<file path="config.mk">
export PLATFORM = sky130hd
export DESIGN_NAME = fifo_queue_with_search
export DESIGN_NICKNAME = d
export VERILOG_FILES = /design/src/design/fqs_pkg.sv /design/src/design/fifo_queue_with_search.sv
export SDC_FILE = /design/constraint.sdc
export NUM_CORES = 1
export LEC_CHECK = 0
export ABC_CLOCK_PERIOD_IN_PS = 8300
export BUFFER_PORTS_ARGS = -buffer_cell sky130_fd_sc_hd__buf_4
export CORE_UTILIZATION = 40
export DETAILED_ROUTE_END_ITERATION = 6
export HOLD_SLACK_MARGIN = 0.08
export SKIP_CTS_REPAIR_TIMING = 1
export SLEW_MARGIN = 20
export SYNTH_ARGS = -nofsm -noshare
export SYNTH_HDL_FRONTEND = slang
export SYNTH_SLANG_ARGS = --single-unit
</file>
<file path="constraint.sdc">
create_clock -name i_clk -period 8.3 [get_ports i_clk]
set_input_delay 0.83 -clock i_clk [delete_from_list [all_inputs] [get_ports i_clk]]
set_output_delay 0.83 -clock i_clk [all_outputs]
set_load 0.02 [all_outputs]
</file>
<file path="src/design/fqs_pkg.sv">
// ----------------------------------------------------------------------------
// fqs_pkg
// Shared types and constants for the bounded FIFO queue with membership search.
// ----------------------------------------------------------------------------
package fqs_pkg;

    localparam int DEPTH     = 16;
    localparam int PAYLOAD_W = 32;
    localparam int ADDR_W    = (DEPTH > 1) ? $clog2(DEPTH) : 1;
    localparam int CNT_W     = $clog2(DEPTH + 1);
    localparam int OCC_W     = 5;

    // command codes
    localparam logic [1:0] CMD_ENQ    = 2'd0;
    localparam logic [1:0] CMD_DEQ    = 2'd1;
    localparam logic [1:0] CMD_EXISTS = 2'd2;

    // status codes
    localparam logic [1:0] STS_OK    = 2'd0;
    localparam logic [1:0] STS_EMPTY = 2'd1;
    localparam logic [1:0] STS_FULL  = 2'd2;

    typedef struct packed {
        logic [1:0]           cmd;
        logic [PAYLOAD_W-1:0] item_data;
    } t_in_item;

    typedef struct packed {
        logic [PAYLOAD_W-1:0] out_payload;
        logic [1:0]           status;
        logic                 found;
        logic [PAYLOAD_W-1:0] head_payload;
        logic                 head_valid;
        logic [OCC_W-1:0]     occupancy;
    } t_out_item;

    typedef enum logic [2:0] {
        S_IDLE,
        S_OP,
        S_SCAN,
        S_PEEK,
        S_DONE
    } t_state;

endpackage

</file>
<file path="src/design/fifo_queue_with_search.sv">
// Sequence: an accepted beat steps through S_OP, then S_SCAN for exists only, then
//   S_PEEK and S_DONE; exists reads and compares the queued entries from the head
//   until a hit or until every queued entry is compared.
// Flow: one item at a time; the next input beat is taken once the result is
//   loaded; a held result stalls it.
// Reset: synchronous, active low; queue empty, no result pending, store not cleared.
// ----------------------------------------------------------------------------
// fifo_queue_with_search
// Circular-buffer FIFO of payload handles with enqueue, dequeue and a
// sequential membership search over the queued entries.
// ----------------------------------------------------------------------------
module fifo_queue_with_search (
    input  logic               i_clk,
    input  logic               i_rst_n,
    input  logic               i_valid,
    output logic               o_ready,
    input  fqs_pkg::t_in_item  i_data,
    output logic               o_valid,
    input  logic               i_ready,
    output fqs_pkg::t_out_item o_data
);

    localparam logic [fqs_pkg::ADDR_W-1:0] LAST_SLOT = fqs_pkg::ADDR_W'(fqs_pkg::DEPTH - 1);
    localparam logic [fqs_pkg::CNT_W-1:0]  FULL_CNT  = fqs_pkg::CNT_W'(fqs_pkg::DEPTH);

    function automatic logic [fqs_pkg::ADDR_W-1:0] next_slot(
        input logic [fqs_pkg::ADDR_W-1:0] idx
    );
        next_slot = (idx == LAST_SLOT) ? '0 : idx + 1'b1;
    endfunction

    fqs_pkg::t_state r_state, n_state;

    logic [1:0]                   r_cmd;
    logic [fqs_pkg::PAYLOAD_W-1:0] r_query;
    logic [fqs_pkg::ADDR_W-1:0]   r_head, n_head;
    logic [fqs_pkg::ADDR_W-1:0]   r_tail, n_tail;
    logic [fqs_pkg::CNT_W-1:0]    r_count, n_count;
    logic [fqs_pkg::ADDR_W-1:0]   r_scan_pos, n_scan_pos;
    logic [fqs_pkg::CNT_W-1:0]    r_scan_k, n_scan_k;
    logic                         r_cmp_vld, n_cmp_vld;
    logic                         r_found, n_found;
    logic [fqs_pkg::PAYLOAD_W-1:0] r_payload, n_payload;
    logic [1:0]                   r_status, n_status;

    logic [fqs_pkg::PAYLOAD_W-1:0] r_mem [fqs_pkg::DEPTH];
    logic [fqs_pkg::PAYLOAD_W-1:0] r_rd_data;
    logic [fqs_pkg::ADDR_W-1:0]   rd_addr;
    logic                         mem_we;

    fqs_pkg::t_out_item           r_out, n_out;
    logic                         r_out_vld, n_out_vld;

    logic in_fire;
    logic scan_issue;
    logic scan_hit;
    logic scan_done;
    logic out_load;

    assign o_ready   = (r_state == fqs_pkg::S_IDLE);
    assign in_fire   = i_valid && o_ready;
    assign scan_issue = (r_scan_k < r_count);
    assign scan_hit  = r_cmp_vld && (r_rd_data == r_query);
    assign scan_done = scan_hit || (!scan_issue && !r_cmp_vld);
    assign out_load  = (r_state == fqs_pkg::S_DONE) && (!r_out_vld || i_ready);
    assign mem_we    = (r_state == fqs_pkg::S_OP) && (r_cmd == fqs_pkg::CMD_ENQ)
                       && (r_count != FULL_CNT);
    assign rd_addr   = (r_state == fqs_pkg::S_SCAN) ? r_scan_pos : r_head;

    assign o_valid = r_out_vld;
    assign o_data  = r_out;

    // next state
    always_comb begin
        n_state = r_state;
        case (r_state)
            fqs_pkg::S_IDLE: begin
                if (in_fire) begin
                    n_state = fqs_pkg::S_OP;
                end
            end
            fqs_pkg::S_OP: begin
                n_state = (r_cmd == fqs_pkg::CMD_EXISTS) ? fqs_pkg::S_SCAN : fqs_pkg::S_PEEK;
            end
            fqs_pkg::S_SCAN: begin
                if (scan_done) begin
                    n_state = fqs_pkg::S_PEEK;
                end
            end
            fqs_pkg::S_PEEK: begin
                n_state = fqs_pkg::S_DONE;
            end
            fqs_pkg::S_DONE: begin
                if (out_load) begin
                    n_state = fqs_pkg::S_IDLE;
                end
            end
            default: begin
                n_state = fqs_pkg::S_IDLE;
            end
        endcase
    end

    // datapath and outputs
    always_comb begin
        n_head     = r_head;
        n_tail     = r_tail;
        n_count    = r_count;
        n_scan_pos = r_scan_pos;
        n_scan_k   = r_scan_k;
        n_cmp_vld  = r_cmp_vld;
        n_found    = r_found;
        n_payload  = r_payload;
        n_status   = r_status;
        n_out      = r_out;
        n_out_vld  = r_out_vld;

        if (r_out_vld && i_ready) begin
            n_out_vld = 1'b0;
        end

        case (r_state)
            fqs_pkg::S_IDLE: begin
                n_found   = 1'b0;
                n_payload = '0;
                n_status  = fqs_pkg::STS_OK;
            end
            fqs_pkg::S_OP: begin
                case (r_cmd)
                    fqs_pkg::CMD_ENQ: begin
                        if (r_count == FULL_CNT) begin
                            n_status = fqs_pkg::STS_FULL;
                        end else begin
                            n_tail  = next_slot(r_tail);
                            n_count = r_count + 1'b1;
                        end
                    end
                    fqs_pkg::CMD_DEQ: begin
                        if (r_count == '0) begin
                            n_status = fqs_pkg::STS_EMPTY;
                        end else begin
                            // head entry was read during the input beat
                            n_payload = r_rd_data;
                            n_head    = next_slot(r_head);
                            n_count   = r_count - 1'b1;
                        end
                    end
                    fqs_pkg::CMD_EXISTS: begin
                        n_scan_pos = r_head;
                        n_scan_k   = '0;
                        n_cmp_vld  = 1'b0;
                    end
                    default: begin
                        n_status = fqs_pkg::STS_OK;
                    end
                endcase
            end
            fqs_pkg::S_SCAN: begin
                // issue one read per cycle, compare the previous one
                if (scan_hit) begin
                    n_found = 1'b1;
                end
                n_cmp_vld = scan_issue && !scan_hit;
                if (scan_issue) begin
                    n_scan_pos = next_slot(r_scan_pos);
                    n_scan_k   = r_scan_k + 1'b1;
                end
            end
            fqs_pkg::S_PEEK: begin
                n_cmp_vld = 1'b0;
            end
            fqs_pkg::S_DONE: begin
                if (out_load) begin
                    n_out_vld          = 1'b1;
                    n_out.out_payload  = r_payload;
                    n_out.status       = r_status;
                    n_out.found        = r_found;
                    n_out.head_valid   = (r_count != '0);
                    n_out.head_payload = (r_count != '0) ? r_rd_data : '0;
                    n_out.occupancy    = fqs_pkg::OCC_W'(r_count);
                end
            end
            default: begin
                n_cmp_vld = 1'b0;
            end
        endcase
    end

    always_ff @(posedge i_clk) begin
        if (!i_rst_n) begin
            r_state   <= fqs_pkg::S_IDLE;
            r_head    <= '0;
            r_tail    <= '0;
            r_count   <= '0;
            r_cmp_vld <= 1'b0;
            r_out_vld <= 1'b0;
        end else begin
            r_state   <= n_state;
            r_head    <= n_head;
            r_tail    <= n_tail;
            r_count   <= n_count;
            r_cmp_vld <= n_cmp_vld;
            r_out_vld <= n_out_vld;
        end
    end

    always_ff @(posedge i_clk) begin
        if (in_fire) begin
            r_cmd   <= i_data.cmd;
            r_query <= i_data.item_data;
        end
        r_scan_pos <= n_scan_pos;
        r_scan_k   <= n_scan_k;
        r_found    <= n_found;
        r_payload  <= n_payload;
        r_status   <= n_status;
        r_out      <= n_out;
    end

    // entry store: one write port, one registered read port
    always_ff @(posedge i_clk) begin
        if (mem_we) begin
            r_mem[r_tail] <= r_query;
        end
        r_rd_data <= r_mem[rd_addr];
    end

    a_count_bound: assert property (@(posedge i_clk) disable iff (!i_rst_n)
        r_count <= FULL_CNT)
        else $error("occupancy exceeds queue depth");

    a_ptr_match: assert property (@(posedge i_clk) disable iff (!i_rst_n)
        (r_head == r_tail) == ((r_count == '0) || (r_count == FULL_CNT)))
        else $error("head/tail pointers disagree with occupancy");

    a_accept_op: assert property (@(posedge i_clk) disable iff (!i_rst_n)
        in_fire |=> (r_state == fqs_pkg::S_OP))
        else $error("accepted beat did not start an operation");

    a_empty_status: assert property (@(posedge i_clk) disable iff (!i_rst_n)
        (r_out_vld && (r_out.status == fqs_pkg::STS_EMPTY))
        |-> (!r_out.head_valid && (r_out.occupancy == '0)))
        else $error("empty status with nonempty queue");

    a_full_status: assert property (@(posedge i_clk) disable iff (!i_rst_n)
        (r_out_vld && (r_out.status == fqs_pkg::STS_FULL))
        |-> (r_out.occupancy == fqs_pkg::OCC_W'(fqs_pkg::DEPTH)))
        else $error("full status with queue not full");

endmodule
</file>
# Yosys cells after proc, flatten, opt, wreduce, memory -nomap -nowiden
# Memory sizes are Yosys's and may differ from the RTL's. A register that Yosys moved wholly into a read port is not among the register bits.
# Cells that the tools add are included.
word_totals:
  regBits: 169
  ram_bits: 512
  output_inout_bits: 75
  memories: 1
classes:
  add_sub_neg: 6
  magnitude_cmp: 1
  eq_ne: 25
  mux: 34
  bitwise_logic: 3
  reduce_logical: 33
mem_list:
  columns: ["memory", "depth", "width", "rd", "rd_clocked_by_memory_dff", "wr", "line_no", "text"]
  rows:
  - ["r_mem", 16, 32, 1, 1, 1, "fifo_queue_with_search.sv:46", "logic [fqs_pkg::PAYLOAD_W-1:0] r_mem [fqs_pkg::DEPTH];"]
ops:
  columns: ["operator", "count"]
  rows:
  - ["$mux W32", 2]
  - ["$pmux W32 S2", 1]
  - ["$eq A32 B32 Y1", 1]
  - ["$mux W4", 6]
  - ["$mux W5", 4]
  - ["$pmux W5 S2", 2]
  - ["$ne A2 B2 Y1 const B", 8]
  - ["$pmux W3 S5", 1]
  - ["$reduce_and A3 Y1", 5]
  - ["$add A4 B1 Y4 const B", 3]
  - ["$eq A4 B4 Y1 const B", 3]
  - ["$add A5 B1 Y5 const B", 2]
  - ["$mux W3", 3]
  - ["$logic_and A1 B1 Y1", 8]
  - ["$mux W1", 8]
  - ["$pmux W4 S2", 1]
  - ["$reduce_and A4 Y1", 2]
  - ["$reduce_bool A2 Y1", 4]
  - ["$eq A3 B2 Y1 const B", 2]
  - ["$ne A2 B1 Y1 const B", 3]
  - ["$pmux W2 S3", 1]
  - ["$reduce_and A2 Y1", 3]
  - ["$eq A5 B5 Y1 const B", 1]
  - ["$logic_not A5 Y1", 1]
  - ["20 further kinds", 27]

# Depth between registers and ports, before layout
logic_depth:
  ltp_word: 6
  ltp_mapped: 10

# Least setup slack after synthesis
# Ideal clock, no wire load.
synth_timing:
  kind: "input port to flip-flop"
  from: "in i_ready"
  to: "reg r_out (netlist bit o_data[0]) (enable)"
  arrival_time_ns: 4.140
  required_ns: 7.787
  setup_slack_ns: 3.647
  stages: 2
  n_path_buf: 0
  cell_sequence: "nor2b_1 > nor2b_1"
synth_via:
  elab_chain_cells: 3
synth_rtl:
  columns: ["item", "line_no", "text"]
  rows:
  - ["from (decl)", "fifo_queue_with_search.sv:19", "input logic i_ready,"]
  - ["$logic_or A1 B1 Y1", "fifo_queue_with_search.sv:65", "assign out_load = (r_state == fqs_pkg::S_DONE) && (!r_out_vld || i_ready);"]
  - ["$logic_and A1 B1 Y1", "fifo_queue_with_search.sv:65", null]
  - ["$reduce_and A2 Y1 (no line)", null, null]
  - ["to (signal assigned)", "fifo_queue_with_search.sv:217", "r_out <= n_out;"]
  - ["to (decl)", "fifo_queue_with_search.sv:51", "fqs_pkg::t_out_item r_out, n_out;"]
# Every way passes these cells.
# A chain may end at the register's enable or synchronous reset.

# Worst setup path after layout
layout_timing:
  from: "reg r_state[1]"
  to: "reg r_rd_data[28] (netlist name) (read register of r_mem)"
layout_via:
  elab_chain_cells: 2
layout_rtl:
  columns: ["item", "line_no", "text"]
  rows:
  - ["from (decl)", "fifo_queue_with_search.sv:32", "fqs_pkg::t_state r_state, n_state;"]
  - ["from (signal assigned)", "fifo_queue_with_search.sv:191", "r_state <= fqs_pkg::S_IDLE;"]
  - ["from (signal assigned)", "fifo_queue_with_search.sv:198", "r_state <= n_state;"]
  - ["$eq A3 B2 Y1", "fifo_queue_with_search.sv:68", "assign rd_addr = (r_state == fqs_pkg::S_SCAN) ? r_scan_pos : r_head;"]
  - ["$mux W4", "fifo_queue_with_search.sv:68", null]
  - ["to (decl)", "fifo_queue_with_search.sv:47", "logic [fqs_pkg::PAYLOAD_W-1:0] r_rd_data;"]
# Every way passes these cells.

==> metrics.txt <==
# TYPE chip_impl_metric gauge
chip_impl_metric{name="hold_viol_final",unit=""} 0
chip_impl_metric{name="post-dp-hpwl",unit="mm"} 32.0
chip_impl_info{name="r2r-start",value="r_state[1]"} 1
chip_impl_metric{name="synthCells",unit=""} 1291
chip_impl_info{name="timing.critical_path.from_type",value="flop"} 1
chip_impl_metric{name="die-area",unit="µm²"} 67900
chip_impl_info{name="hold_path.startpoint",value="i_data[10]"} 1
chip_impl_info{name="grt_setup_unrepaired",value="false"} 1
chip_impl_metric{name="cts_inserted_buffers",unit=""} 73
chip_impl_metric{name="number_of_cells_after_detailed_placement",unit=""} 2237
chip_impl_metric{name="fin_tns_setup",unit="ns"} 0
chip_impl_info{name="mostFrequentLayoutCells",value="sky130_fd_sc_hd__edfxtp_1 (663), sky130_fd_sc_hd__buf_4 (139), sky130_fd_sc_hd__mux4_2 (126)"} 1
chip_impl_metric{name="drt-wirelength-per-cell",unit="µm"} 25.5
chip_impl_metric{name="drt-pass1-iter-count",unit=""} 7
chip_impl_metric{name="max_ir_drop_vdd",unit="mV"} 0.150
chip_impl_metric{name="max_slew.worst_pin.slew",unit="ns"} 0.977
chip_impl_metric{name="clk_pin_slew_worst_paths",unit="ns"} 0.06
chip_impl_metric{name="dp_slack",unit="ns"} 3.99
chip_impl_metric{name="die_w",unit="µm"} 261
chip_impl_info{name="cts_root_buf",value="sky130_fd_sc_hd__clkbuf_16"} 1
chip_impl_metric{name="initial_antenna_violation_count",unit=""} 2
chip_impl_metric{name="yosysUniqueCellTypes",unit=""} 54
chip_impl_metric{name="worst_slack",unit="ns"} 4.36
chip_impl_metric{name="num_io_pins",unit=""} 113
chip_impl_info{name="critical_path.endpoint_type",value="flop"} 1
chip_impl_metric{name="post-route-drc-count",unit=""} 24
chip_impl_metric{name="synth_area",unit="µm²"} 26800
chip_impl_metric{name="mapped_avg_cell_area",unit="µm²"} 20.7
chip_impl_metric{name="drt.antenna.violating_nets",unit=""} 0
chip_impl_metric{name="drv_cap",unit=""} 0
chip_impl_metric{name="fraction_of_the_cycle_the_final_worst_path_needs",unit="%"} 47.4
chip_impl_metric{name="clock_latency",unit="ns"} 0.61
chip_impl_info{name="run_status",value="finished, violations left"} 1
chip_impl_info{name="type_of_the_tightest_min_delay_check",value="in2reg"} 1
chip_impl_metric{name="detailroute.via_count",unit=""} 12800
chip_impl_info{name="cts_tree",value="yes"} 1
chip_impl_info{name="r2r-end",value="r_rd_data[28]"} 1
chip_impl_metric{name="report.final.setup_viol",unit=""} 0
chip_impl_metric{name="timing.critical_path.fanout_max",unit=""} 64
chip_impl_metric{name="cp.required",unit="ns"} 8.78
chip_impl_metric{name="yosysSeqAreaShare",unit="%"} 78.1
chip_impl_info{name="main_combinational_cell_family_by_area_after_synthesis",value="multiplexers"} 1
chip_impl_metric{name="multiInputGateArea",unit="µm²"} 5620
chip_impl_metric{name="fin_skew",unit="ns"} 0.0250
chip_impl_metric{name="clock.fmax",unit="MHz"} 254
chip_impl_info{name="layout.cells.most_common",value="sky130_fd_sc_hd__edfxtp_1"} 1
chip_impl_metric{name="synth-compound-area-share",unit="%"} 3.24
chip_impl_metric{name="grt_pass1_wl",unit="mm"} 88.0
chip_impl_metric{name="wirelength",unit="mm"} 60.4
chip_impl_metric{name="first_global_vias",unit=""} 13000
chip_impl_metric{name="grt_max_degree",unit=""} 109
chip_impl_metric{name="min_period",unit="ns"} 3.94
chip_impl_info{name="hold_end",value="r_query[10]"} 1
chip_impl_metric{name="io_buffers",unit=""} 112
chip_impl_metric{name="worst_ep_arrival_time",unit="ns"} 4.42
chip_impl_metric{name="placeableCoreArea",unit="µm²"} 66000
chip_impl_metric{name="cts.htree.levels",unit=""} 3
chip_impl_metric{name="synthToLayoutAreaGrowth",unit="%"} 16.0
chip_impl_metric{name="reg2regPathDepth",unit=""} 7
chip_impl_metric{name="grt_use_total",unit="%"} 18.1
chip_impl_metric{name="max-slew-margin-rel",unit="%"} 34.8
chip_impl_metric{name="seqCellArea",unit="µm²"} 20900
chip_impl_metric{name="holdPathStages",unit=""} 1
chip_impl_metric{name="gp_congestion",unit=""} 0.742
chip_impl_metric{name="fin_nets",unit=""} 1501
chip_impl_metric{name="drive_above_1_share",unit="%"} 27.3
chip_impl_metric{name="reg2reg_slack",unit="ns"} 4.36
chip_impl_metric{name="max-clock-path-buffers",unit=""} 3
chip_impl_metric{name="height_of_the_die",unit="µm"} 261
chip_impl_info{name="violations_in_the_final_reports",value="DRC"} 1
chip_impl_metric{name="syn_nets",unit=""} 1344
chip_impl_metric{name="ys_seq_elements",unit=""} 713
chip_impl_metric{name="fillerInstances",unit=""} 5429
chip_impl_metric{name="finish.cell_count_without_fillers",unit=""} 2369
chip_impl_metric{name="initial_core_util",unit="%"} 40.6
chip_impl_metric{name="async_flop_share",unit="%"} 0
chip_impl_metric{name="p_leak",unit="nW"} 10.2
chip_impl_metric{name="p_per_area",unit="nW/µm²"} 291
chip_impl_metric{name="yosys-mux-area-fraction",unit="%"} 10.9
chip_impl_metric{name="grt_remaining_overflow",unit=""} 0
chip_impl_metric{name="num_antenna_cells",unit=""} 0
chip_impl_info{name="worst-setup-path-type",value="reg2reg"} 1
chip_impl_metric{name="detail_route.iter0.violations",unit=""} 1396
chip_impl_metric{name="ys_warn_count",unit=""} 0
chip_impl_metric{name="clkSinkCount",unit=""} 713
chip_impl_info{name="ys_dominant_reg_cell",value="sky130_fd_sc_hd__edfxtp_1"} 1
chip_impl_metric{name="avgViaCountPerCell",unit=""} 5.41
chip_impl_metric{name="fraction_of_synthesized_cell_area_in_xor_and_xnor_cells",unit="%"} 1.41
chip_impl_metric{name="synth-adder-area-share",unit="%"} 0.729
chip_impl_metric{name="synth-simple-area-share",unit="%"} 4.08
chip_impl_metric{name="finalHoldWorstSlack",unit="ns"} 0.395
chip_impl_metric{name="number_of_flops_mapped_to_enable_cells_by_yosys",unit=""} 663
chip_impl_metric{name="rows",unit=""} 94
chip_impl_metric{name="finalMaxSlewViolations",unit=""} 0
-- critical path: stages (launching register included) --
cell and delay, ns:
sky130_fd_sc_hd__dfxtp_1 0.66, sky130_fd_sc_hd__or3b_1 0.72, sky130_fd_sc_hd__inv_6 0.22, sky130_fd_sc_hd__mux2_8 0.59, sky130_fd_sc_hd__buf_4 0.88, sky130_fd_sc_hd__mux4_2 0.43, sky130_fd_sc_hd__a22oi_1 0.19, sky130_fd_sc_hd__o21ai_1 0.09
-- where the power goes --
group          internal, W  switching (W)
logic             0.000510       0.000671
clock network      0.00183        0.00133
registers          0.00436       0.000313
total              0.00670        0.00231
-- worst max path at each step --
stage                    start  depth (start not counted)             to  slack [ns]
finish              r_state[1]                          7  r_rd_data[28]        4.36
global route        r_state[1]                          7  r_rd_data[30]        4.06
CTS                 r_state[1]                          7  r_rd_data[28]        3.96
detailed placement  r_state[1]                          7  r_rd_data[18]        3.99
global placement    r_state[1]                          7  r_rd_data[21]        4.07
floorplan              i_ready                          2      o_data[0]        3.65
-- cells by family after synthesis --
group,after synthesis
AND/OR/NAND/NOR,203
XOR/XNOR,43
AO/OA/AOI/OAI,114
buffers and inverters,69
flip-flops,713
multiplexers,134
adder cells (fa/ha/maj),15
-- metal layers --
layer	wire length (µm)	track usage (%)	vias up
li1	-	-	5518
met1	27000	26.5	6741
met2	27900	27.6	458
met3	4250	3.73	88
met4	1240	4.74	0
met5	0	0	-
-- flip-flops by register name (all words and copies together), names as in the netlist --
register	cells
r_payload	32
r_rd_data	32
r_state	3
r_scan_pos	4
r_cmd	2
r_mem	512
r_query	32
r_cmp_vld	1
r_status	2
r_head	4
r_tail	4
r_found	1
r_count	5
r_scan_k	5
o_data	73
o_valid	1
-- synth_stat cells (4+ instances only) --
master / count / share of area (%)
sky130_fd_sc_hd__nor3_1: 9 / 0.17
sky130_fd_sc_hd__a22oi_1: 63 / 1.8
sky130_fd_sc_hd__mux4_2: 126 / 11
sky130_fd_sc_hd__buf_2: 11 / 0.21
sky130_fd_sc_hd__nor2_1: 26 / 0.36
sky130_fd_sc_hd__nand2_1: 52 / 0.73
sky130_fd_sc_hd__a21oi_1: 10 / 0.19
sky130_fd_sc_hd__clkbuf_1: 23 / 0.32
sky130_fd_sc_hd__a211oi_1: 8 / 0.22
sky130_fd_sc_hd__xor2_1: 11 / 0.36
sky130_fd_sc_hd__nand3_1: 4 / 0.075
sky130_fd_sc_hd__nand4_1: 6 / 0.14
sky130_fd_sc_hd__inv_1: 10 / 0.14
sky130_fd_sc_hd__nor2b_1: 11 / 0.26
sky130_fd_sc_hd__buf_6: 10 / 0.42
sky130_fd_sc_hd__xnor2_1: 32 / 1.0
sky130_fd_sc_hd__dfxtp_1: 50 / 3.7
sky130_fd_sc_hd__o21ai_0: 5 / 0.093
sky130_fd_sc_hd__a21o_1: 7 / 0.20
sky130_fd_sc_hd__mux2i_1: 6 / 0.22
sky130_fd_sc_hd__edfxtp_1: 663 / 74
sky130_fd_sc_hd__buf_4: 12 / 0.34
sky130_fd_sc_hd__and2_1: 72 / 1.7
sky130_fd_sc_hd__ha_1: 14 / 0.65
sky130_fd_sc_hd__nand2b_1: 4 / 0.093
-- through the flow --
| step | power (W) | util, % | instance area (µm²) |
|---|---|---|---|
| 2_1_floorplan | 0.00545 | - | 26800 |
| 3_3_place_gp | 0.00592 | 43.5 | 28700 |
| 3_5_place_dp | 0.00595 | 43.5 | 28700 |
| 4_1_cts | 0.00911 | 47.0 | 31000 |
| 5_1_grt | 0.00936 | 47.0 | 31000 |
| 6_report | 0.00902 | 47.0 | 31000 |
-- area by class of cell --
cell class                      count  share of cell area (%)
Inverter                           11                   0.149
Clock buffer                      102                    6.63
Timing Repair Buffer              140                    3.43
Tap cell                          864                    3.48
Sequential cell                   713                    67.4
Clock inverter                     30                   0.798
Multi-Input combinational cell    509                    18.1
Power figures use the tool's default switching activity.
